<file path="config.mk">
export PLATFORM = sky130hd
export DESIGN_NAME = counter_priority_task_picker_flat
export DESIGN_NICKNAME = d
export VERILOG_FILES = /design/src/rtl/cptp_pkg.sv /design/src/rtl/cptp_if.sv /design/src/rtl/cptp_front.sv /design/src/rtl/cptp_queue.sv /design/src/rtl/cptp_back.sv /design/src/rtl/counter_priority_task_picker.sv /design/src/flat_wrapper.sv
export VERILOG_INCLUDE_DIRS = /design/src /design/src/rtl
export SDC_FILE = /design/constraint.sdc
export NUM_CORES = 2
export LEC_CHECK = 0
export ABC_CLOCK_PERIOD_IN_PS = 9150
export BUFFER_PORTS_ARGS = -buffer_cell sky130_fd_sc_hd__buf_4
export CAP_MARGIN = 40
export CELL_PAD_IN_SITES_DETAIL_PLACEMENT = 1
export CELL_PAD_IN_SITES_GLOBAL_PLACEMENT = 1
export CORE_ASPECT_RATIO = 1.25
export CORE_MARGIN = 1
export CORE_UTILIZATION = 25
export DETAILED_ROUTE_END_ITERATION = 10
export GPL_ROUTABILITY_DRIVEN = 0
export PLACE_DENSITY = 0.44
export SLEW_MARGIN = 40
export SYNTH_ARGS = -nofsm -noshare
export SYNTH_HDL_FRONTEND = slang
export SYNTH_HIERARCHICAL = 1
export SYNTH_SLANG_ARGS = --single-unit
</file>
<file path="constraint.sdc">
create_clock -name clock -period 9.15 [get_ports clock]
set_input_delay 0.915 -clock clock [delete_from_list [all_inputs] [get_ports clock]]
set_output_delay 0.915 -clock clock [all_outputs]
set_load 0.01 [all_outputs]
</file>
<file path="src/rtl/counter_priority_task_picker_macros.svh">
// ----------------------------------------------------------------------------
// Assertion macros for the counter priority task picker
// Clocked property checks with reset disable, used by the back end.
// ----------------------------------------------------------------------------
`ifndef COUNTER_PRIORITY_TASK_PICKER_MACROS_SVH
`define COUNTER_PRIORITY_TASK_PICKER_MACROS_SVH

// Check that cons holds in the same cycle as ante.
`define CPTP_ASSERT_IMP(lbl, ante, cons, msg) \
   lbl: assert property (@(posedge clock) disable iff (reset) (ante) |-> (cons)) \
      else $error(msg);

// Check that cons holds in the cycle after ante.
`define CPTP_ASSERT_NXT(lbl, ante, cons, msg) \
   lbl: assert property (@(posedge clock) disable iff (reset) (ante) |=> (cons)) \
      else $error(msg);

`endif

</file>
<file path="src/rtl/cptp_pkg.sv">
// ----------------------------------------------------------------------------
// Counter priority task picker package
// Field widths, shared types and constants of the task picker.
// ----------------------------------------------------------------------------
package cptp_pkg;

   // Field widths
   localparam int SLOT_INDEX_W = 6;
   localparam int CNT_W        = 16;
   localparam int PRIO_W       = 8;
   localparam int LIMIT_W      = 8;
   localparam int CSR_DATA_W   = 32;
   localparam int CSR_ADDR_W   = 3;

   // Defaults for top level parameters
   localparam int NUM_SLOTS_DEF   = 64;
   localparam int QUEUE_DEPTH_DEF = 2;

   // Constants
   localparam logic [CNT_W-1:0]   CNT_MAX          = '1;
   localparam logic [PRIO_W-1:0]  RESET_PRIO_SLOT0 = PRIO_W'(1);
   localparam logic [LIMIT_W-1:0] ROUND_LIMIT_RST  = LIMIT_W'(16);

   // Register word index (paddr bit 2 and up)
   localparam logic [0:0] REG_ROUND_LIMIT = 1'b0;

   typedef enum logic {
      OP_WRITE = 1'b0,
      OP_SCHED = 1'b1
   } op_kind_type;

   // Classified command handed from front to back
   typedef struct packed {
      op_kind_type               kind;
      logic                      in_range;
      logic [SLOT_INDEX_W-1:0]   slot_index;
      logic                      valid;
      logic                      running;
      logic [CNT_W-1:0]          counter;
      logic [PRIO_W-1:0]         prio;
   } cptp_op_type;

   // One slot of the counter and priority memory
   typedef struct packed {
      logic [CNT_W-1:0]  counter;
      logic [PRIO_W-1:0] prio;
   } cptp_entry_type;

endpackage

</file>
<file path="src/rtl/cptp_if.sv">
// ----------------------------------------------------------------------------
// Task picker channel interfaces
// Valid/ready channels for command beats and result beats.
// ----------------------------------------------------------------------------
interface cptp_req_if;
   import cptp_pkg::*;

   logic                    valid;
   logic                    ready;
   logic                    cmd;
   logic [SLOT_INDEX_W-1:0] slot_index;
   logic                    slot_valid_in;
   logic                    slot_running_in;
   logic [CNT_W-1:0]        counter_in;
   logic [PRIO_W-1:0]       priority_in;

   modport source (output valid, cmd, slot_index, slot_valid_in, slot_running_in,
                   counter_in, priority_in, input ready);
   modport sink (input valid, cmd, slot_index, slot_valid_in, slot_running_in,
                 counter_in, priority_in, output ready);
endinterface

interface cptp_rsp_if;
   import cptp_pkg::*;

   logic                    valid;
   logic                    ready;
   logic [SLOT_INDEX_W-1:0] chosen_slot;
   logic                    switched;
   logic                    no_candidate;

   modport source (output valid, chosen_slot, switched, no_candidate, input ready);
   modport sink (input valid, chosen_slot, switched, no_candidate, output ready);
endinterface

</file>
<file path="src/rtl/cptp_front.sv">
// ----------------------------------------------------------------------------
// Task picker front end
// Accepts command beats, classifies them and stages them for the queue.
// ----------------------------------------------------------------------------
module cptp_front #(
   parameter int NUM_SLOTS = cptp_pkg::NUM_SLOTS_DEF
) (
   input  logic                  clock,
   input  logic                  reset,
   cptp_req_if.sink              req_ch,
   output logic                  push_valid,
   output cptp_pkg::cptp_op_type push_op,
   input  logic                  push_ready
);
   import cptp_pkg::*;

   logic        stage_vld_ff;
   logic        stage_vld_in;
   cptp_op_type stage_op_ff;
   cptp_op_type stage_op_in;
   logic        req_take;

   // Take a beat when the stage is empty or draining into the queue
   assign req_ch.ready = !stage_vld_ff || push_ready;
   assign req_take     = req_ch.valid && req_ch.ready;

   // Classify the command and flag slot indices that fall outside the table
   always_comb begin
      stage_op_in.kind       = req_ch.cmd ? OP_SCHED : OP_WRITE;
      stage_op_in.in_range   = int'(req_ch.slot_index) < NUM_SLOTS;
      stage_op_in.slot_index = req_ch.slot_index;
      stage_op_in.valid      = req_ch.slot_valid_in;
      stage_op_in.running    = req_ch.slot_running_in;
      stage_op_in.counter    = req_ch.counter_in;
      stage_op_in.prio       = req_ch.priority_in;
   end

   assign stage_vld_in = req_take || (stage_vld_ff && !push_ready);

   always_ff @(posedge clock) begin
      if (reset) begin
         stage_vld_ff <= 1'b0;
      end else begin
         stage_vld_ff <= stage_vld_in;
      end
   end

   // Hold the staged command until the queue takes it
   always_ff @(posedge clock) begin
      if (req_take) begin
         stage_op_ff <= stage_op_in;
      end
   end

   assign push_valid = stage_vld_ff;
   assign push_op    = stage_op_ff;

endmodule

</file>
<file path="src/rtl/cptp_queue.sv">
// ----------------------------------------------------------------------------
// Task picker command queue
// Short FIFO that decouples command classification from execution.
// ----------------------------------------------------------------------------
module cptp_queue #(
   parameter int DEPTH = cptp_pkg::QUEUE_DEPTH_DEF
) (
   input  logic                  clock,
   input  logic                  reset,
   input  logic                  push_valid,
   input  cptp_pkg::cptp_op_type push_op,
   output logic                  push_ready,
   output logic                  pop_valid,
   output cptp_pkg::cptp_op_type pop_op,
   input  logic                  pop
);
   import cptp_pkg::*;

   localparam int PTR_W = (DEPTH > 1) ? $clog2(DEPTH) : 1;
   localparam int CNT_W = $clog2(DEPTH + 1);

   cptp_op_type             slot_ff [DEPTH];
   logic [PTR_W-1:0]        wr_ptr_ff;
   logic [PTR_W-1:0]        wr_ptr_in;
   logic [PTR_W-1:0]        rd_ptr_ff;
   logic [PTR_W-1:0]        rd_ptr_in;
   logic [CNT_W-1:0]        count_ff;
   logic [CNT_W-1:0]        count_in;
   logic                    do_push;
   logic                    do_pop;

   assign push_ready = count_ff < CNT_W'(DEPTH);
   assign pop_valid  = count_ff != '0;
   assign pop_op     = slot_ff[rd_ptr_ff];
   assign do_push    = push_valid && push_ready;
   assign do_pop     = pop && pop_valid;

   // Advance pointers with wrap at the queue depth
   always_comb begin
      wr_ptr_in = wr_ptr_ff;
      rd_ptr_in = rd_ptr_ff;
      count_in  = count_ff;
      if (do_push) begin
         wr_ptr_in = (wr_ptr_ff == PTR_W'(DEPTH - 1)) ? '0 : wr_ptr_ff + 1'b1;
      end
      if (do_pop) begin
         rd_ptr_in = (rd_ptr_ff == PTR_W'(DEPTH - 1)) ? '0 : rd_ptr_ff + 1'b1;
      end
      if (do_push && !do_pop) begin
         count_in = count_ff + 1'b1;
      end else if (do_pop && !do_push) begin
         count_in = count_ff - 1'b1;
      end
   end

   always_ff @(posedge clock) begin
      if (reset) begin
         wr_ptr_ff <= '0;
         rd_ptr_ff <= '0;
         count_ff  <= '0;
      end else begin
         wr_ptr_ff <= wr_ptr_in;
         rd_ptr_ff <= rd_ptr_in;
         count_ff  <= count_in;
      end
   end

   // Store the pushed command
   always_ff @(posedge clock) begin
      if (do_push) begin
         slot_ff[wr_ptr_ff] <= push_op;
      end
   end

endmodule

</file>
<file path="src/rtl/cptp_back.sv">
// ----------------------------------------------------------------------------
// Task picker back end
// Holds the slot table and runs slot writes and the scan/refill scheduler.
// ----------------------------------------------------------------------------
`include "counter_priority_task_picker_macros.svh"

module cptp_back #(
   parameter int NUM_SLOTS = cptp_pkg::NUM_SLOTS_DEF
) (
   input  logic                         clock,
   input  logic                         reset,
   input  logic [cptp_pkg::LIMIT_W-1:0] round_limit,
   input  logic                         q_valid,
   input  cptp_pkg::cptp_op_type        q_head,
   output logic                         q_pop,
   cptp_rsp_if.source                   rsp_ch
);
   import cptp_pkg::*;

   localparam int SLOT_W = $clog2(NUM_SLOTS);
   localparam int SCAN_W = $clog2(NUM_SLOTS + 1);

   typedef enum logic [2:0] {
      ST_IDLE   = 3'b001,
      ST_SCAN   = 3'b010,
      ST_DECIDE = 3'b100
   } back_state_type;

   back_state_type          state_ff;
   back_state_type          state_in;

   // Slot table: marks in flops, counter and priority in memory
   cptp_entry_type          entry_mem [NUM_SLOTS];
   logic [NUM_SLOTS-1:0]    valid_ff;
   logic [NUM_SLOTS-1:0]    running_ff;
   logic [NUM_SLOTS-1:0]    written_ff;

   // Scan pipeline
   logic [SCAN_W-1:0]       scan_cnt_ff;
   logic [SCAN_W-1:0]       scan_cnt_in;
   logic                    rd_vld_ff;
   logic [SLOT_W-1:0]       rd_slot_ff;
   cptp_entry_type          rd_data_ff;
   logic                    found_ff;
   logic                    found_in;
   logic [CNT_W-1:0]        best_ff;
   logic [CNT_W-1:0]        best_in;
   logic [SLOT_W-1:0]       pick_ff;
   logic [SLOT_W-1:0]       pick_in;
   logic                    refill_ff;
   logic                    refill_in;
   logic [LIMIT_W-1:0]      rounds_ff;
   logic [LIMIT_W-1:0]      rounds_in;
   logic [SLOT_W-1:0]       current_ff;
   logic [SLOT_W-1:0]       current_in;

   // Result register
   logic                    rsp_valid_ff;
   logic                    rsp_valid_in;
   logic [SLOT_INDEX_W-1:0] rsp_slot_ff;
   logic                    rsp_sw_ff;
   logic                    rsp_none_ff;
   logic                    rsp_load;
   logic [SLOT_INDEX_W-1:0] rsp_slot_in;
   logic                    rsp_sw_in;
   logic                    rsp_none_in;

   logic                    rsp_free;
   logic                    is_write;
   logic                    do_load;
   logic [SLOT_W-1:0]       wr_slot;
   logic                    issuing;
   logic [SLOT_W-1:0]       rd_addr;
   logic                    hit;
   logic [CNT_W-1:0]        eff_cnt;
   logic [PRIO_W-1:0]       eff_prio;
   logic                    slot_live;
   logic                    slot_cand;
   logic [CNT_W:0]          sum;
   logic [CNT_W-1:0]        new_cnt;
   logic                    better;
   logic                    refill_we;
   logic                    pass_done;
   logic                    win;
   logic                    out_of_rounds;
   logic                    mem_we;
   logic [SLOT_W-1:0]       mem_wa;
   cptp_entry_type          mem_wd;

   // Take a command only with room for its result beat
   assign rsp_free = !rsp_valid_ff || rsp_ch.ready;
   assign q_pop    = (state_ff == ST_IDLE) && q_valid && rsp_free;
   assign is_write = q_head.kind == OP_WRITE;
   assign do_load  = q_pop && is_write && q_head.in_range;
   assign wr_slot  = SLOT_W'(q_head.slot_index);

   // Read side of the scan, one slot a cycle
   assign issuing = (state_ff == ST_SCAN) && (scan_cnt_ff < SCAN_W'(NUM_SLOTS));
   assign rd_addr = scan_cnt_ff[SLOT_W-1:0];

   // Effective slot contents: unwritten entries read as their reset value
   assign hit       = written_ff[rd_slot_ff];
   assign eff_cnt   = hit ? rd_data_ff.counter : '0;
   assign eff_prio  = hit ? rd_data_ff.prio
                          : ((rd_slot_ff == '0) ? RESET_PRIO_SLOT0 : '0);
   assign slot_live = valid_ff[rd_slot_ff];
   assign slot_cand = slot_live && running_ff[rd_slot_ff];

   // Saturating refill, then compare against the best so far
   assign sum       = (CNT_W + 1)'(eff_cnt) + (CNT_W + 1)'(eff_prio);
   assign refill_we = rd_vld_ff && refill_ff && slot_live;
   assign new_cnt   = (refill_ff && slot_live) ? (sum[CNT_W] ? CNT_MAX : sum[CNT_W-1:0])
                                               : eff_cnt;
   assign better    = slot_cand && (!found_ff || (new_cnt > best_ff));

   assign pass_done     = (state_ff == ST_SCAN) && !issuing && !rd_vld_ff;
   assign win           = found_ff && (best_ff != '0);
   assign out_of_rounds = rounds_ff >= round_limit;

   // Memory write port: slot write or refill write-back
   always_comb begin
      mem_we = 1'b0;
      mem_wa = '0;
      mem_wd = '0;
      if (do_load) begin
         mem_we         = 1'b1;
         mem_wa         = wr_slot;
         mem_wd.counter = q_head.counter;
         mem_wd.prio    = q_head.prio;
      end else if (refill_we) begin
         mem_we         = 1'b1;
         mem_wa         = rd_slot_ff;
         mem_wd.counter = new_cnt;
         mem_wd.prio    = eff_prio;
      end
   end

   always_ff @(posedge clock) begin
      if (mem_we) begin
         entry_mem[mem_wa] <= mem_wd;
      end
      rd_data_ff <= entry_mem[rd_addr];
      rd_slot_ff <= rd_addr;
   end

   // Slot marks and written flags
   always_ff @(posedge clock) begin
      if (reset) begin
         valid_ff   <= NUM_SLOTS'(1);
         running_ff <= NUM_SLOTS'(1);
         written_ff <= '0;
      end else begin
         if (do_load) begin
            valid_ff[wr_slot]   <= q_head.valid;
            running_ff[wr_slot] <= q_head.running;
         end
         if (mem_we) begin
            written_ff[mem_wa] <= 1'b1;
         end
      end
   end

   // Sequencer: scan passes with refills until a pick or the round limit
   always_comb begin
      state_in    = state_ff;
      scan_cnt_in = issuing ? scan_cnt_ff + 1'b1 : scan_cnt_ff;
      found_in    = found_ff;
      best_in     = best_ff;
      pick_in     = pick_ff;
      refill_in   = refill_ff;
      rounds_in   = rounds_ff;
      current_in  = current_ff;
      rsp_load    = 1'b0;
      rsp_slot_in = SLOT_INDEX_W'(current_ff);
      rsp_sw_in   = 1'b0;
      rsp_none_in = 1'b0;
      if (rd_vld_ff && better) begin
         found_in = 1'b1;
         best_in  = new_cnt;
         pick_in  = rd_slot_ff;
      end
      case (state_ff)
         ST_IDLE: begin
            if (q_pop) begin
               if (is_write) begin
                  rsp_load = 1'b1;
               end else begin
                  state_in    = ST_SCAN;
                  scan_cnt_in = '0;
                  found_in    = 1'b0;
                  rounds_in   = '0;
                  refill_in   = 1'b0;
               end
            end
         end
         ST_SCAN: begin
            if (pass_done) begin
               state_in = ST_DECIDE;
            end
         end
         ST_DECIDE: begin
            if (win) begin
               current_in  = pick_ff;
               rsp_load    = 1'b1;
               rsp_slot_in = SLOT_INDEX_W'(pick_ff);
               rsp_sw_in   = pick_ff != current_ff;
               state_in    = ST_IDLE;
            end else if (out_of_rounds) begin
               rsp_load    = 1'b1;
               rsp_none_in = 1'b1;
               state_in    = ST_IDLE;
            end else begin
               rounds_in   = rounds_ff + 1'b1;
               refill_in   = 1'b1;
               scan_cnt_in = '0;
               found_in    = 1'b0;
               state_in    = ST_SCAN;
            end
         end
         default: begin
            state_in = ST_IDLE;
         end
      endcase
   end

   assign rsp_valid_in = rsp_load || (rsp_valid_ff && !rsp_ch.ready);

   always_ff @(posedge clock) begin
      if (reset) begin
         state_ff     <= ST_IDLE;
         scan_cnt_ff  <= '0;
         rd_vld_ff    <= 1'b0;
         found_ff     <= 1'b0;
         refill_ff    <= 1'b0;
         rounds_ff    <= '0;
         current_ff   <= '0;
         rsp_valid_ff <= 1'b0;
      end else begin
         state_ff     <= state_in;
         scan_cnt_ff  <= scan_cnt_in;
         rd_vld_ff    <= issuing;
         found_ff     <= found_in;
         refill_ff    <= refill_in;
         rounds_ff    <= rounds_in;
         current_ff   <= current_in;
         rsp_valid_ff <= rsp_valid_in;
      end
   end

   // Best counter and pick carry no reset: guarded by found
   always_ff @(posedge clock) begin
      best_ff <= best_in;
      pick_ff <= pick_in;
   end

   // Result beat payload
   always_ff @(posedge clock) begin
      if (rsp_load) begin
         rsp_slot_ff <= rsp_slot_in;
         rsp_sw_ff   <= rsp_sw_in;
         rsp_none_ff <= rsp_none_in;
      end
   end

   assign rsp_ch.valid        = rsp_valid_ff;
   assign rsp_ch.chosen_slot  = rsp_slot_ff;
   assign rsp_ch.switched     = rsp_sw_ff;
   assign rsp_ch.no_candidate = rsp_none_ff;

   `CPTP_ASSERT_IMP(a_decide_rsp_free, state_ff == ST_DECIDE, !rsp_valid_ff, "result pending at decide")
   `CPTP_ASSERT_IMP(a_pop_idle, q_pop, state_ff == ST_IDLE, "command popped while busy")
   `CPTP_ASSERT_NXT(a_win_current, (state_ff == ST_DECIDE) && win, current_ff == $past(pick_ff), "current slot not updated")
   `CPTP_ASSERT_IMP(a_none_no_switch, rsp_valid_ff && rsp_none_ff, !rsp_sw_ff, "switch flagged without candidate")
   `CPTP_ASSERT_IMP(a_refill_after_miss, refill_we, rounds_ff != '0, "refill in first pass")

endmodule

</file>
<file path="src/rtl/counter_priority_task_picker.sv">
// ----------------------------------------------------------------------------
// Counter priority task picker
// Slot table with a counter based scheduler: a write beat loads one slot, a
// schedule beat picks the running slot with the largest counter, refilling
// counters by priority when none is positive. A write beat yields its result
// the cycle after it leaves the command queue. A schedule beat takes one scan
// pass, plus one per refill round (at most round_limit + 1 passes): the single
// read port of the counter memory visits one slot a cycle, and a refill round
// writes back in the same pass. Commands queue up in front while the scheduler
// works; round_limit is at byte address 0 of the register port.
// ----------------------------------------------------------------------------
module counter_priority_task_picker #(
   parameter int NUM_SLOTS   = cptp_pkg::NUM_SLOTS_DEF,
   parameter int QUEUE_DEPTH = cptp_pkg::QUEUE_DEPTH_DEF
) (
   input  logic                            clock,
   input  logic                            reset,
   cptp_req_if.sink                        req_ch,
   cptp_rsp_if.source                      rsp_ch,
   input  logic                            psel,
   input  logic                            penable,
   input  logic                            pwrite,
   input  logic [cptp_pkg::CSR_ADDR_W-1:0] paddr,
   input  logic [cptp_pkg::CSR_DATA_W-1:0] pwdata,
   output logic [cptp_pkg::CSR_DATA_W-1:0] prdata,
   output logic                            pready
);
   import cptp_pkg::*;

   logic [LIMIT_W-1:0] round_limit_ff;
   logic [LIMIT_W-1:0] round_limit_in;
   logic               csr_wr;
   logic               sel_limit;
   logic               push_valid;
   logic               push_ready;
   cptp_op_type        push_op;
   logic               q_valid;
   cptp_op_type        q_head;
   logic               q_pop;

   // Register port: word decode on the upper address bits
   assign pready    = 1'b1;
   assign sel_limit = paddr[CSR_ADDR_W-1:2] == REG_ROUND_LIMIT;
   assign csr_wr    = psel && penable && pwrite && pready;

   assign round_limit_in = (csr_wr && sel_limit) ? pwdata[LIMIT_W-1:0] : round_limit_ff;

   always_ff @(posedge clock) begin
      if (reset) begin
         round_limit_ff <= ROUND_LIMIT_RST;
      end else begin
         round_limit_ff <= round_limit_in;
      end
   end

   assign prdata = sel_limit ? CSR_DATA_W'(round_limit_ff) : '0;

   cptp_front #(
      .NUM_SLOTS (NUM_SLOTS)
   ) u_front (
      .clock      (clock),
      .reset      (reset),
      .req_ch     (req_ch),
      .push_valid (push_valid),
      .push_op    (push_op),
      .push_ready (push_ready)
   );

   cptp_queue #(
      .DEPTH (QUEUE_DEPTH)
   ) u_queue (
      .clock      (clock),
      .reset      (reset),
      .push_valid (push_valid),
      .push_op    (push_op),
      .push_ready (push_ready),
      .pop_valid  (q_valid),
      .pop_op     (q_head),
      .pop        (q_pop)
   );

   cptp_back #(
      .NUM_SLOTS (NUM_SLOTS)
   ) u_back (
      .clock       (clock),
      .reset       (reset),
      .round_limit (round_limit_ff),
      .q_valid     (q_valid),
      .q_head      (q_head),
      .q_pop       (q_pop),
      .rsp_ch      (rsp_ch)
   );

endmodule
</file>
<file path="src/flat_wrapper.sv">
// flat-port wrapper written by rule: the top's interface ports become plain ports
module counter_priority_task_picker_flat import cptp_pkg::*;
#(
   parameter int NUM_SLOTS   = cptp_pkg::NUM_SLOTS_DEF,
   parameter int QUEUE_DEPTH = cptp_pkg::QUEUE_DEPTH_DEF
)
  (clock, reset, psel, penable, pwrite, paddr, pwdata, prdata, pready, req_ch_valid, req_ch_cmd, req_ch_slot_index, req_ch_slot_valid_in, req_ch_slot_running_in, req_ch_counter_in, req_ch_priority_in, req_ch_ready, rsp_ch_valid, rsp_ch_chosen_slot, rsp_ch_switched, rsp_ch_no_candidate, rsp_ch_ready);
  cptp_req_if req_ch_i ();
  cptp_rsp_if rsp_ch_i ();
  input  logic clock;
  input  logic reset;
  input  logic psel;
  input  logic penable;
  input  logic pwrite;
  input  logic [cptp_pkg::CSR_ADDR_W-1:0] paddr;
  input  logic [cptp_pkg::CSR_DATA_W-1:0] pwdata;
  output logic [cptp_pkg::CSR_DATA_W-1:0] prdata;
  output logic pready;
  input wire logic [$bits(req_ch_i.valid)-1:0] req_ch_valid;
  input wire logic [$bits(req_ch_i.cmd)-1:0] req_ch_cmd;
  input wire logic [$bits(req_ch_i.slot_index)-1:0] req_ch_slot_index;
  input wire logic [$bits(req_ch_i.slot_valid_in)-1:0] req_ch_slot_valid_in;
  input wire logic [$bits(req_ch_i.slot_running_in)-1:0] req_ch_slot_running_in;
  input wire logic [$bits(req_ch_i.counter_in)-1:0] req_ch_counter_in;
  input wire logic [$bits(req_ch_i.priority_in)-1:0] req_ch_priority_in;
  output wire logic [$bits(req_ch_i.ready)-1:0] req_ch_ready;
  output wire logic [$bits(rsp_ch_i.valid)-1:0] rsp_ch_valid;
  output wire logic [$bits(rsp_ch_i.chosen_slot)-1:0] rsp_ch_chosen_slot;
  output wire logic [$bits(rsp_ch_i.switched)-1:0] rsp_ch_switched;
  output wire logic [$bits(rsp_ch_i.no_candidate)-1:0] rsp_ch_no_candidate;
  input wire logic [$bits(rsp_ch_i.ready)-1:0] rsp_ch_ready;
  assign req_ch_i.valid = req_ch_valid;
  assign req_ch_i.cmd = req_ch_cmd;
  assign req_ch_i.slot_index = req_ch_slot_index;
  assign req_ch_i.slot_valid_in = req_ch_slot_valid_in;
  assign req_ch_i.slot_running_in = req_ch_slot_running_in;
  assign req_ch_i.counter_in = req_ch_counter_in;
  assign req_ch_i.priority_in = req_ch_priority_in;
  assign req_ch_ready = req_ch_i.ready;
  assign rsp_ch_valid = rsp_ch_i.valid;
  assign rsp_ch_chosen_slot = rsp_ch_i.chosen_slot;
  assign rsp_ch_switched = rsp_ch_i.switched;
  assign rsp_ch_no_candidate = rsp_ch_i.no_candidate;
  assign rsp_ch_i.ready = rsp_ch_ready;
  counter_priority_task_picker #(.NUM_SLOTS(NUM_SLOTS), .QUEUE_DEPTH(QUEUE_DEPTH)) u_core (.clock(clock), .reset(reset), .req_ch(req_ch_i), .rsp_ch(rsp_ch_i), .psel(psel), .penable(penable), .pwrite(pwrite), .paddr(paddr), .pwdata(pwdata), .prdata(prdata), .pready(pready));
endmodule
</file>
==> results.toml <==
[synthesis]
async_reset_ff_share_pct = 0
ys_seq_elements = 1931
syn_area_um2 = 76200
synth_common_cells = "edfxtp_1, mux4_2, dfxtp_1"
yosys.area_share.simple_pct = 3.93
synthMuxAreaShare_pct = 17.8
syn_inst = 3934
synth_top_family_by_area = "multiplexers"
synth-edff-count = 1667
synth_cell_type_count = 70
ys_seq_area_share_pct = 72.7
synth-xor-area-share_pct = 0.264
yosysWarningCount = 6
netlist.area_leader.share_pct = 65.7
synth_compound_gate_area_share_pct = 2.92
synth_top_area_cell = "edfxtp_1"
ys_top_cells_by_area = "edfxtp_1, mux4_2, dfxtp_1"
post-synth-top-count-cell = "edfxtp_1"
synthFlopType = "edfxtp_1"
syn_avg_cell_area_um2 = 19.4
synth-adder-area-share_pct = 0.601

[global_routing]
first_global_vias = 41501
grt_overflow_total = 0
track_usage_pct = 15.1
grt_pass1_wl_mm = 327
grt_max_degree = 108
antenna_found_initial = 32

[pwr]
vdd_drop_max_mv = 0.139
powerDensity_nw_per_um2 = 218
combPwrFrac_pct = 6.8
swShare_pct = 23.4
intPower_mw = 14.9
switchingPower_mw = 4.56
p_seq_share_pct = 51.0
leakagePower_nw = 26.9
p_clk_share_pct = 42.2

[floorplan]
fp.dieW_um = 496
initial_core_util_pct = 25.1
die_area_um2 = 307000
placementRows = 226
ios = 118
core_um2 = 303000
die_h_um = 619

[route]
wl_mm = 233
route.detailed.drc = 0
ant_nets = 0
vias = 38450
via_per_inst = 4.63
wl_per_cell_um = 28.1
first_pass_iters = 5
drt-initial-drc-count = 2778

[setup_path]
critPathKind = "reg -> reg"
reg2reg_to = "u_core/u_back/best_ff[0]"
critPathCapture = "u_core/u_back/best_ff[0]"
reg2reg_from = "u_core/u_back/rd_slot_ff[0]"
rr_worst_depth = 25
cp_data_required_time_ns = 9.68
setup.worst_path.start = "u_core/u_back/rd_slot_ff[0]"
worstPathArrival_ns = 7.88
ff2ff_setup_slack_ns = 1.80
startpoint_type = "flop"
path_max_fanout = 24
end_kind = "flop"

[clocking]
postCtsSetupBuffers = 0
clockRootBuffer = "clkbuf_16"
cts_tree = "yes"
cts_buffers = 212
post_cts_resize_count = 0
cts_sinks = 1931
holdBufCountCts = 0
path_clk_slew_ns = 0.06
worst_skew_pair.late_latency_ns = 0.87
clock_path_buffers = 4
cts.htree.levels = 4

[placement]
dpl.hpwl_mm = 134
dpl.cell_count = 7908
portBuffers = 66
post-place-ws_ns = 1.66

[final_layout]
final_cell_count_no_fill = 8300
fin_util_pct = 29.5
areaGrowthSynthToFinish_pct = 17.5
layout-drive-gt1-share_pct = 28.8
layout.nets = 4249

[min_path]
hp-class = "in -> reg"

[sta]
final_hold_viol_count = 0
drv_slew = 0
tns_ns = 0
tightest_slew_ns = 0.870
fmax_ghz = 0.136
skew_ns = 0.0422
holdWs_ns = 0.232
setup_viol = 0
slew_headroom_pct = 42.0
postLayoutSetupSlackWorst_ns = 1.80
layout_min_cycle_time_ns = 7.35
rsz0062_at_grt = "false"
finalCritPeriodShare_pct = 80.3

[flow_run]
drv_cap = 0

[run_status]
status = "complete, no violations"
## logic make-up after synthesis
| logic type | Yosys count |
|---|---|
| compound gates | 348 |
| xor+xnor | 23 |
| fa+ha+maj | 36 |
| buf+inv | 301 |
| flops | 1931 |
| mux | 668 |
| other cells | 3 |
| simple gates | 624 |
## layout by cell type, fill, tap and decap left out, types with 13 or more instances in the layout
cell type,count
edfxtp_1,1667
mux4_2,544
dfxtp_1,255
clkbuf_16,217
buf_4,187
nand2_1,185
a21oi_1,128
nor2_1,98
nand3_1,88
mux2i_1,81
nor2_4,64
o21ai_0,57
clkinv_1,51
clkbuf_1,46
inv_1,42
mux2_2,41
o21a_1,39
nand2b_1,38
ha_1,35
o2bb2ai_1,33
clkinv_2,30
conb_1,26
nor3_1,26
and2_1,23
a22oi_1,16
buf_12,16
clkbuf_8,13
## power by group through the flow
stage | Combinational, mW | Clock (mW) | Sequential [mW]
2_1_floorplan | 0.684 | 0 | 10.2
3_3_place_gp | 1.30 | 0 | 10.1
3_5_place_dp | 1.36 | 0 | 10.1
4_1_cts | 1.36 | 8.50 | 9.95
5_1_grt | 1.44 | 8.80 | 9.96
6_report | 1.33 | 8.22 | 9.95
## per-layer routing
layer	part of all wire (%)	track usage, %
met5	0.044	0
met2	51	26.7
met1	42	18.9
met3	4.2	2.20
met4	2.9	4.91
## per-stage QoR
| stage | cell area, um2 | power (mW) |
|---|---|---|
| after floorplan | 76200 | 10.8 |
| after global placement | 82300 | 11.4 |
| after detailed placement | 82800 | 11.5 |
| after CTS | 89300 | 19.8 |
| after global routing | 89500 | 20.2 |
| final | 89500 | 19.5 |
## critical path, cell delays in order, from the launching register on
cell      delay (ns)
dfxtp_4         0.67
mux4_2          0.59
mux4_2          0.48
and3_1          0.19
a31oi_1         0.18
o21ai_2         0.13
mux2_4          0.25
ha_1            0.20
inv_1           0.08
fa_1            0.46
nor2b_1         0.13
o21ai_0         0.11
a21oi_1         0.21
o21ai_0         0.16
a21oi_1         0.32
nor3b_1         0.27
mux2_2          0.40
and2_1          0.18
ha_1            0.30
nand3_1         0.10
nor3_1          0.24
nand2_1         0.13
a211oi_1        0.19
o221ai_1        0.19
a21oi_2         0.50
buf_4           0.37
## cell type report
class	instances	area (um2)
diodes	10	25.0
clock buffers	276	5780
clock inverters	100	757
fillers	30821	214000
inverters	43	161
multi-input cells	1725	20200
flip-flops and latches	1931	55400
well taps	3990	4990
repair buffers	225	2130
## sequential cells by signal, indices dropped and copies added (netlist names), 2 cells and up, named ones only
name / flops
u_core/u_back/best_ff: 16
u_core/u_back/rd_data_ff: 24
u_core/u_back/state_ff: 3
u_core/u_back/scan_cnt_ff: 7
u_core/u_back/valid_ff: 64
u_core/u_back/running_ff: 64
u_core/u_back/current_ff: 6
u_core/u_queue/slot_ff: 68
u_core/u_back/rsp_ch.chosen_slot: 6
u_core/u_back/pick_ff: 6
u_core/u_back/entry_mem: 1536
u_core/u_back/rounds_ff: 8
u_core/u_queue/count_ff: 2
u_core/u_back/rd_slot_ff: 6
u_core/u_back/written_ff: 64
u_core/round_limit_ff: 8
u_core/u_front/push_op: 33
## worst min-delay path by stage
| stage | from | end | slack, ns | depth (start not counted) |
|---|---|---|---|---|
| 4_1_cts | req_ch_counter_in[8] | u_core/u_front/push_op[16] | 0.15 | 1 |
| 6_report | req_ch_counter_in[8] | u_core/u_front/push_op[16] | 0.23 | 1 |
| 3_3_place_gp | u_core/u_back/scan_cnt_ff[4] | u_core/u_back/rd_slot_ff[4] | 0.42 | 0 |
| 3_5_place_dp | u_core/u_back/scan_cnt_ff[4] | u_core/u_back/rd_slot_ff[4] | 0.41 | 0 |
| 2_1_floorplan | u_core/u_back/scan_cnt_ff[2] | u_core/u_back/rd_slot_ff[2] | 0.33 | 0 |
| 5_1_grt | req_ch_cmd | u_core/u_front/push_op[33] | 0.19 | 1 |
Power figures use the tool's default switching activity.
